`src/rtl/dpfd_pkg.sv`:
```
// ----------------------------------------------------------------------------
// dpfd_pkg
// Shared types and constants for the single-wire sensor frame decoder.
// ----------------------------------------------------------------------------
package dpfd_pkg;

    localparam int FRAME_INTERVALS = 41;
    localparam int DATA_BITS       = FRAME_INTERVALS - 1;
    localparam int CNT_W           = $clog2(FRAME_INTERVALS);
    localparam int IV_W            = 16;
    localparam int CFG_IDX_W       = 2;
    localparam int BYTE_W          = 8;

    localparam logic [CNT_W-1:0] CNT_LAST = CNT_W'(FRAME_INTERVALS - 1);

    localparam logic OP_EDGE  = 1'b0;
    localparam logic OP_ABORT = 1'b1;

    localparam logic [CFG_IDX_W-1:0] CFG_ACK_MIN   = 2'd0;
    localparam logic [CFG_IDX_W-1:0] CFG_ZERO_LOW  = 2'd1;
    localparam logic [CFG_IDX_W-1:0] CFG_ZERO_HIGH = 2'd2;

    localparam logic [IV_W-1:0] ACK_MIN_RST   = 16'd50;
    localparam logic [IV_W-1:0] ZERO_LOW_RST  = 16'd60;
    localparam logic [IV_W-1:0] ZERO_HIGH_RST = 16'd100;

    typedef enum logic [1:0] {
        ST_OK      = 2'd0,
        ST_ACK_ERR = 2'd1,
        ST_CKS_ERR = 2'd2
    } status_t;

    typedef struct packed {
        logic [IV_W-1:0] ack_min_us;
        logic [IV_W-1:0] zero_low_us;
        logic [IV_W-1:0] zero_high_us;
    } cfg_t;

    typedef struct packed {
        logic                 done;
        logic                 ack_failed;
        logic [DATA_BITS-1:0] bits;
    } frame_t;

    typedef struct packed {
        status_t          status;
        logic signed [15:0] temperature_tenths;
        logic [15:0]      humidity_tenths;
    } result_t;

endpackage

```
`src/rtl/dpfd_frame_capture.sv`:
```
// ----------------------------------------------------------------------------
// dpfd_frame_capture
// Counts intervals, checks the acknowledge and shifts in decoded data bits.
// ----------------------------------------------------------------------------
module dpfd_frame_capture
    import dpfd_pkg::*;
(
    input  logic            clk,
    input  logic            rst_n,
    input  cfg_t            cfg,
    input  logic            take,
    input  logic            op,
    input  logic [IV_W-1:0] interval_us,
    output logic            last_interval,
    output frame_t          frame
);

    logic [CNT_W-1:0]     count_reg, count_next;
    logic                 ack_failed_reg, ack_failed_next;
    logic [DATA_BITS-1:0] bits_reg, bits_next;
    logic                 bit_val;
    logic [DATA_BITS-1:0] shifted;

    assign last_interval = (op == OP_EDGE) && (count_reg == CNT_LAST);

    assign bit_val = !((interval_us > cfg.zero_low_us) && (interval_us < cfg.zero_high_us));
    assign shifted = {bits_reg[DATA_BITS-2:0], bit_val};

    always_comb
    begin
        count_next      = count_reg;
        ack_failed_next = ack_failed_reg;
        bits_next       = bits_reg;
        frame.done       = 1'b0;
        frame.ack_failed = ack_failed_reg;
        frame.bits       = shifted;
        if (take)
        begin
            if (op == OP_ABORT)
            begin
                count_next      = '0;
                ack_failed_next = 1'b0;
                bits_next       = '0;
            end
            else if (count_reg == '0)
            begin
                count_next      = CNT_W'(1);
                ack_failed_next = interval_us < cfg.ack_min_us;
            end
            else if (count_reg == CNT_LAST)
            begin
                frame.done      = 1'b1;
                count_next      = '0;
                ack_failed_next = 1'b0;
                bits_next       = '0;
            end
            else
            begin
                count_next = count_reg + CNT_W'(1);
                bits_next  = shifted;
            end
        end
    end

    always_ff @(posedge clk or negedge rst_n)
    begin
        if (!rst_n)
        begin
            count_reg      <= '0;
            ack_failed_reg <= 1'b0;
            bits_reg       <= '0;
        end
        else
        begin
            count_reg      <= count_next;
            ack_failed_reg <= ack_failed_next;
            bits_reg       <= bits_next;
        end
    end

endmodule

```
`src/rtl/dpfd_result_format.sv`:
```
// ----------------------------------------------------------------------------
// dpfd_result_format
// Checks the byte-sum checksum and decodes humidity and sign-magnitude
// temperature from a complete frame.
// ----------------------------------------------------------------------------
module dpfd_result_format
    import dpfd_pkg::*;
(
    input  frame_t  frame,
    output result_t result
);

    logic [BYTE_W-1:0] b1, b2, b3, b4, b5;
    logic [BYTE_W-1:0] sum;
    logic [14:0]       mag;
    logic [15:0]       mag_ext;

    assign b1 = frame.bits[39:32];
    assign b2 = frame.bits[31:24];
    assign b3 = frame.bits[23:16];
    assign b4 = frame.bits[15:8];
    assign b5 = frame.bits[7:0];

    assign sum     = (b1 + b2) + (b3 + b4);
    assign mag     = {b3[6:0], b4};
    assign mag_ext = {1'b0, mag};

    always_comb
    begin
        result.status             = ST_OK;
        result.temperature_tenths = '0;
        result.humidity_tenths    = '0;
        if (frame.ack_failed)
        begin
            result.status = ST_ACK_ERR;
        end
        else if (b5 != sum)
        begin
            result.status = ST_CKS_ERR;
        end
        else
        begin
            result.humidity_tenths    = {b1, b2};
            result.temperature_tenths = b3[7] ? $signed(16'd0 - mag_ext) : $signed(mag_ext);
        end
    end

endmodule

```
`src/rtl/dpfd_out_reg.sv`:
```
// ----------------------------------------------------------------------------
// dpfd_out_reg
// Result register with valid/ready handshake toward the receiver.
// ----------------------------------------------------------------------------
module dpfd_out_reg
    import dpfd_pkg::*;
(
    input  logic    clk,
    input  logic    rst_n,
    input  logic    load,
    input  result_t result_in,
    input  logic    out_ready,
    output logic    out_valid,
    output logic    busy,
    output result_t result_out
);

    logic    valid_reg, valid_next;
    result_t data_reg;

    assign busy       = valid_reg && !out_ready;
    assign out_valid  = valid_reg;
    assign result_out = data_reg;

    always_comb
    begin
        valid_next = valid_reg;
        if (load)
        begin
            valid_next = 1'b1;
        end
        else if (out_ready)
        begin
            valid_next = 1'b0;
        end
    end

    always_ff @(posedge clk or negedge rst_n)
    begin
        if (!rst_n)
        begin
            valid_reg <= 1'b0;
        end
        else
        begin
            valid_reg <= valid_next;
        end
    end

    always_ff @(posedge clk)
    begin
        if (load)
        begin
            data_reg <= result_in;
        end
    end

endmodule

```
`src/rtl/dht_pulse_frame_decoder.sv`:
```
// ----------------------------------------------------------------------------
// dht_pulse_frame_decoder
// Decodes single-wire sensor frames from measured falling-edge intervals.
// ----------------------------------------------------------------------------
// Input channel (in_valid/in_ready): one transfer per interval, op selects an
// edge interval or an abort that drops a partial frame. A frame is the
// acknowledge interval followed by 40 data intervals, most significant bit
// first. Output channel (out_valid/out_ready): one transfer per completed
// frame with status, humidity and temperature in tenths.
// Throughput is one input transfer per cycle while in_ready is high, set by
// the single compare and shift stage of the frame capture. out_valid rises in
// the cycle after the last interval is taken, through the result register.
// While a result is stalled by out_ready low, intervals that do not finish a
// frame are still taken; the interval that finishes the next frame waits
// until the result register frees.
// Reset clears the frame state and the result valid flag and loads the
// default window registers; configuration writes via cfg_we take effect at
// once and must be made while no frame is in progress.
// ----------------------------------------------------------------------------
module dht_pulse_frame_decoder
    import dpfd_pkg::*;
(
    input  logic                 clk,
    input  logic                 rst_n,
    input  logic                 cfg_we,
    input  logic [CFG_IDX_W-1:0] cfg_index,
    input  logic [IV_W-1:0]      cfg_data,
    input  logic                 in_valid,
    output logic                 in_ready,
    input  logic                 op,
    input  logic [IV_W-1:0]      interval_us,
    output logic                 out_valid,
    input  logic                 out_ready,
    output logic [1:0]           status,
    output logic signed [15:0]   temperature_tenths,
    output logic [15:0]          humidity_tenths
);

    cfg_t    cfg_reg;
    frame_t  frame;
    result_t result;
    result_t result_q;
    logic    last_interval;
    logic    busy;
    logic    take;

    assign in_ready = !(busy && last_interval);
    assign take     = in_valid && in_ready;

    always_ff @(posedge clk or negedge rst_n)
    begin
        if (!rst_n)
        begin
            cfg_reg.ack_min_us   <= ACK_MIN_RST;
            cfg_reg.zero_low_us  <= ZERO_LOW_RST;
            cfg_reg.zero_high_us <= ZERO_HIGH_RST;
        end
        else if (cfg_we)
        begin
            case (cfg_index)
                CFG_ACK_MIN:   cfg_reg.ack_min_us   <= cfg_data;
                CFG_ZERO_LOW:  cfg_reg.zero_low_us  <= cfg_data;
                CFG_ZERO_HIGH: cfg_reg.zero_high_us <= cfg_data;
                default:       cfg_reg <= cfg_reg;
            endcase
        end
    end

    dpfd_frame_capture u_capture (
        .clk           (clk),
        .rst_n         (rst_n),
        .cfg           (cfg_reg),
        .take          (take),
        .op            (op),
        .interval_us   (interval_us),
        .last_interval (last_interval),
        .frame         (frame)
    );

    dpfd_result_format u_format (
        .frame  (frame),
        .result (result)
    );

    dpfd_out_reg u_out (
        .clk        (clk),
        .rst_n      (rst_n),
        .load       (frame.done),
        .result_in  (result),
        .out_ready  (out_ready),
        .out_valid  (out_valid),
        .busy       (busy),
        .result_out (result_q)
    );

    assign status             = result_q.status;
    assign temperature_tenths = result_q.temperature_tenths;
    assign humidity_tenths    = result_q.humidity_tenths;

endmodule

```
`config.mk`:
```
export PLATFORM = sky130hd
export DESIGN_NAME = dht_pulse_frame_decoder
export DESIGN_NICKNAME = d
export VERILOG_FILES = /design/src/rtl/dpfd_pkg.sv /design/src/rtl/dpfd_frame_capture.sv /design/src/rtl/dpfd_result_format.sv /design/src/rtl/dpfd_out_reg.sv /design/src/rtl/dht_pulse_frame_decoder.sv
export SDC_FILE = /design/constraint.sdc
export NUM_CORES = 1
export LEC_CHECK = 0
export ABC_AREA = 1
export BUFFER_PORTS_ARGS = -buffer_cell sky130_fd_sc_hd__buf_2
export CAP_MARGIN = 20
export CORE_ASPECT_RATIO = 0.8
export CORE_UTILIZATION = 59
export CTS_CLUSTER_DIAMETER = 40
export CTS_CLUSTER_SIZE = 28
export DETAILED_ROUTE_END_ITERATION = 12
export GPL_ROUTABILITY_DRIVEN = 0
export PLACE_DENSITY = 0.76
export RECOVER_POWER = 100
export SLEW_MARGIN = 20
export SYNTH_ARGS = -nofsm -noshare
export SYNTH_HDL_FRONTEND = slang
export SYNTH_SLANG_ARGS = --single-unit
```
`constraint.sdc`:
```
create_clock -name clk -period 4.6 [get_ports clk]
set_input_delay 1.15 -clock clk [delete_from_list [all_inputs] [get_ports clk]]
set_output_delay 1.15 -clock clk [all_outputs]
set_load 0.02 [all_outputs]
```
-- After elaboration in Yosys (flattened, before gate mapping)
Index checks and enable logic that the tools add are counted.
- add/subtract/negate cells: 5
- magnitude comparators: 3
- equal/unequal tests: 5
- mux-type cells: 17
- bitwise gates (word level): 2
- reductions and logical operators: 19
- operator list (operator ; count):
    $mux 39 ; 3
    $lt 16x16->1 ; 2
    $add 8x8->8 ; 3
    $mux 6 ; 3
    $gt 16x16->1 ; 1
    $sub 1x15->16 const A ; 1
    $mux 15 ; 1
    $reduce_and 2->1 ; 5
    $mux 1 ; 9
    $ne 8x8->1 ; 1
    $add 6x1->6 const B ; 1
    $eq 6x6->1 const B ; 1
    $logic_not 6->1 ; 1
    $logic_and 1x1->1 ; 5
    $logic_not 1->1 ; 3
    $reduce_bool 3->1 ; 1
    $reduce_or 3->1 ; 1
    $eq 2x1->1 const B ; 1
    $eq 2x2->1 const B ; 1
    $logic_not 2->1 ; 1
    $mux 2 ; 1
    $ne 2x2->1 const B ; 1
    $not 1->1 ; 2
    $reduce_bool 2->1 ; 1
    $reduce_or 2->1 ; 1
- register bits after elaboration: 129
- bits of input ports: 40

-- Logic depth before layout (Yosys ltp)
- word-level depth: 7
- gate-level depth with buffers: 19

-- Cells and area by module
Synthesis repeated with hierarchy kept, for this count alone.
- cell total of the unflattened synthesis: 878
- area, all modules: 7857.5 um^2
- modules (own cells, without submodules) (module ; instances ; cells each ; area each (um^2) ; sequential area each (um^2)):
    dpfd_frame_capture ; 1 ; 378 ; 3219.3 ; 1151.1
    dht_pulse_frame_decoder ; 1 ; 216 ; 2067.0 ; 1213.7
    dpfd_result_format ; 1 ; 244 ; 1503.9 ; 0.0
    dpfd_out_reg ; 1 ; 40 ; 1067.3 ; 1046.0

-- Worst setup path after synthesis
Ideal clock, no wire load.
- kind: input to register
- from: input op
- to: register u_out.data_reg, in the netlist u_out.result_out[0] (enable)
- data arrival time: 3.017 ns
- setup slack: 1.157 ns
- stages: 5
- buffers on the path: 1
- cell sequence: inv_1 -> nand3_2 -> nand2_1 -> buf_4 -> nor2_1
- RTL lines (what ; line ; text):
    from (decl) ; dht_pulse_frame_decoder.sv:30 ; input logic op,
    to (signal assigned) ; dpfd_out_reg.sv:54 ; data_reg <= result_in;
    to (decl) ; dpfd_out_reg.sv:19 ; result_t data_reg;

-- Final worst setup path
- from: register u_capture.bits_reg[8]
- to: register u_out.data_reg, in the netlist u_out.result_out[19], data pin
- longest elaborated chain between the ends: 4
- elaborated cells on any way between the ends: 6
- ends and longest elaborated chain (what ; line ; text):
    from (decl) ; dpfd_frame_capture.sv:20 ; logic [DATA_BITS-1:0] bits_reg, bits_next;
    from (signal assigned) ; dpfd_frame_capture.sv:77 ; bits_reg <= bits_next;
    $add 8x8->8 (2 in series) ; dpfd_result_format.sv:24 ; assign sum = (b1 + b2) + (b3 + b4);
    $ne 8x8->1 ; dpfd_result_format.sv:37 ; else if (b5 != sum)
    $reduce_or 2->1 (no source line) ; n/a ;
Parallel ways exist; a longest one is shown, timed or not.
A chain may end at the register's enable or synchronous reset.

==> run_results.csv <==
group,metric,value,unit
sta,finalHoldViolations,0,
hold_path,hold_end,"cfg_reg[34]",
sta,finalSetupViolCount,0,
worst_setup_path,end_kind,"register",
detailed_routing,dr.pass1.iters,12,
yosys,synth_nets,905,
power_and_ir_drop,p_seq_share,40.5,%
detailed_routing,final_antenna_net_count,0,
clock_tree,holdBufCountCts,0,
clock_tree,clock_latency,0.42,ns
clock_tree,post_cts_buffers,0,
grt,grt_pass1_wl,26400,um
detailed_routing,vias_per_cell,5.33,
worst_setup_path,reg2reg_depth,15,
clock_tree,clock_path_buffers,2,
worst_setup_path,r2r-end,"u_out.result_out[19]",
die,die_w,125,um
sta,tns,0,ns
die,start_util,61.4,%
hold_path,worstHoldStart,"cfg_reg[34]",
final_layout,finalNetCount,981,
sta,hold_slack,0.482,ns
grt,gr-total-overflow,0,
die,dieArea,0.0126,mm2
outcome,violations,"DRC, capacitance limit, slew limit",
final_layout,antenna_cells,0,
detailed_routing,drt_wl_total,15300,um
grt,first_global_vias,5551,
sta,max_clock_freq,0.255,GHz
sta,fin_crit,3.91,ns
sta,period_share,85.1,%
grt,track_usage,27.1,%
power_and_ir_drop,cellInternalPower,0.00238,W
final_layout,largest_register_ff_count,48,
die,rows,35,
final_layout,synthToLayoutAreaGrowth,14.1,%
detailed_routing,routed-via-count,5499,
yosys,yosys_warnings,0,
power_and_ir_drop,p_per_area,394,mW/mm2
final_layout,stdcell_area,0.00816,mm2
sta,rsz0062_at_grt,"no",
worst_setup_path,r2r-start,"u_capture.bits_reg[8]",
clock_tree,cts-root-buf,"clkbuf_16",
yosys,ys_seq_area_share,47.7,%
yosys,synth_seq_cells,129,
final_layout,drive_above_1_share,9.95,%
die,core_area,0.0116,mm2
placed_design,placement.io_buffers,75,
worst_setup_path,critPathLaunchType,"register",
die,ios,76,
sta,slew_violations,173,
power_and_ir_drop,switching_share,26.1,%
clock_tree,numCtsBuffers,17,
clock_tree,path_clk_slew,0.06,ns
detailed_routing,drc,2,
placed_design,hpwl,10800,um
yosys,synth.cell_area,0.00715,mm2
power_and_ir_drop,total_power,0.00322,W
detailed_routing,drtIter0Drc,367,
outcome,status,"finished, violations left",
job,max_cap_viol_count,4,
power_and_ir_drop,p_switching,0.000841,W
clock_tree,htreeDepth,4,
sta,slew_headroom,-25.3,%
sta,worst_pin_slew,1.88,ns
hold_path,min_path_cells,2,
yosys,synth_cell_types,35,
worst_setup_path,required,4.85,ns
clock_tree,cts_tree,"yes",
worst_setup_path,worstPathMaxFanout,32,
power_and_ir_drop,p_comb_share,13.7,%
final_layout,final_util,70.1,%
power_and_ir_drop,peakVddDrop,0.294,mV
power_and_ir_drop,pwr-share-clk,45.8,%
yosys,postSynthCellCount,795,
worst_setup_path,cp_data_arrival_time,4.16,ns
die,die_h,100,um
hold_path,hp-class,"reg -> reg",
clock_tree,clock_sinks,129,
grt,grt_max_degree,68,
yosys,syn_avg_cell_area,9.00,um2
grt,antenna_found_initial,0,
sta,fin_skew,0.00841,ns
power_and_ir_drop,p_leak,4.00,nW
placed_design,place_area,0.00762,mm2
clock_tree,cts-resized-gates,0,
detailed_routing,post_drt_wl_per_cell,14.9,um
worst_setup_path,crit_type,"reg -> reg",
worst_setup_path,r2r_slack,0.69,ns
-- placed cells by master, fill, tap and decap left out, types with 2 or more instances in the layout --
cell type   instances
dfrtp_1            85
xor2_1             15
fa_1               14
bufinv_16           5
o21a_1              2
nor3_1             11
edfxtp_1           34
inv_2               2
xnor2_1             4
o21ai_0            67
clkinv_4            2
nor2_2              6
clkbuf_16          17
clkinv_2            2
inv_1             149
clkinv_1            2
o22ai_1            39
ha_1               56
a21oi_1            25
clkbuf_1           44
clkinvlp_4          3
nand2_1           154
nand4_1             5
nand3_1            28
dfstp_2            10
nor2_1             56
buf_2              34
-- worst max path at each step --
stage / endpoint / start / depth (start not counted)
2_1_floorplan: u_out.result_out[0] / op / 5
3_3_place_gp: u_out.result_out[13] / u_capture.bits_reg[8] / 15
3_5_place_dp: u_out.result_out[1] / u_capture.bits_reg[8] / 15
4_1_cts: u_out.result_out[1] / u_capture.bits_reg[8] / 15
5_1_grt: u_out.result_out[1] / u_capture.bits_reg[8] / 16
6_report: u_out.result_out[19] / u_capture.bits_reg[8] / 15
-- power by group through the flow --
| stage | Combinational, W | Clock (W) | Sequential [W] |
|---|---|---|---|
| CTS | 0.000452 | 0.00148 | 0.00130 |
| detailed placement | 0.000445 | 0 | 0.00132 |
| global placement | 0.000424 | 0 | 0.00132 |
| finish | 0.000442 | 0.00147 | 0.00130 |
| floorplan | 0.000341 | 0 | 0.00131 |
| global route | 0.000519 | 0.00153 | 0.00131 |
-- cells by family (layout without fill, tap and decap cells) --
| family | Yosys count | after routing | share of synthesized area, % |
|---|---|---|---|
| simple gates | 266 | 266 | 16.0 |
| compound gates | 137 | 137 | 10.5 |
| flops | 129 | 129 | 47.7 |
| buf+inv | 174 | 263 | 9.83 |
| xor+xnor | 19 | 19 | 2.33 |
| fa+ha+maj | 70 | 70 | 13.7 |
-- area by class of cell --
type	instances	area (um2)
Clock buffer	18	429
Clock inverter	14	213
Fill cell	916	3490
Inverter	152	571
Multi-Input combinational cell	492	3010
Sequential cell	129	3410
Tap cell	148	185
Timing Repair Buffer	79	344
-- synth_stat cells (all sizes together) --
| master | instances | area (um2) |
|---|---|---|
| a211oi | 1 | 7.51 |
| a21boi | 1 | 7.51 |
| a21o | 1 | 7.51 |
| a21oi | 25 | 125 |
| buf | 11 | 91.3 |
| clkbuf | 11 | 41.3 |
| clkinv | 1 | 3.75 |
| dfrtp | 85 | 2130 |
| dfstp | 10 | 263 |
| edfxtp | 34 | 1020 |
| fa | 14 | 280 |
| ha | 56 | 701 |
| inv | 151 | 567 |
| nand2 | 155 | 584 |
| nand3 | 29 | 155 |
| nand4 | 6 | 52.6 |
| nor2 | 62 | 260 |
| nor3 | 12 | 76.3 |
| nor3b | 1 | 7.51 |
| o21a | 2 | 15.0 |
| o21ai | 67 | 335 |
| o21bai | 1 | 7.51 |
| o22ai | 39 | 244 |
| or2 | 1 | 6.26 |
| xnor2 | 4 | 35.0 |
| xor2 | 15 | 131 |
-- critical path: stages (launching register included) --
cell and delay (ns):
dfrtp_1 0.40, fa_1 0.55, inv_1 0.05, fa_1 0.49
inv_1 0.04, ha_1 0.22, inv_1 0.08, fa_1 0.44
xnor2_1 0.15, nor2_1 0.11, nand3_1 0.08, nor2_1 0.10
nand3_1 0.08, nor2_1 0.21, nand4_4 0.47, nor2_1 0.25
-- per-stage QoR --
| step | instances | setup slack, ns |
|---|---|---|
| 2_1_floorplan | 795 | 1.16 |
| 3_5_place_dp | 1000 | 0.744 |
| 3_3_place_gp | 1000 | 0.934 |
| 5_1_grt | 1032 | 0.334 |
| 4_1_cts | 1032 | 0.702 |
| 6_report | 1032 | 0.686 |
-- metal layers --
layer / vias to the layer above / track usage [%] / routed length, um
met5: - / 0 / 0
met4: 0 / 8.44 / 204
met3: 20 / 6.16 / 1030
met2: 177 / 43.1 / 6800
met1: 2584 / 37.5 / 7310
li1: 2718 / - / -
Note: power is estimated with default switching activity, not from simulation.
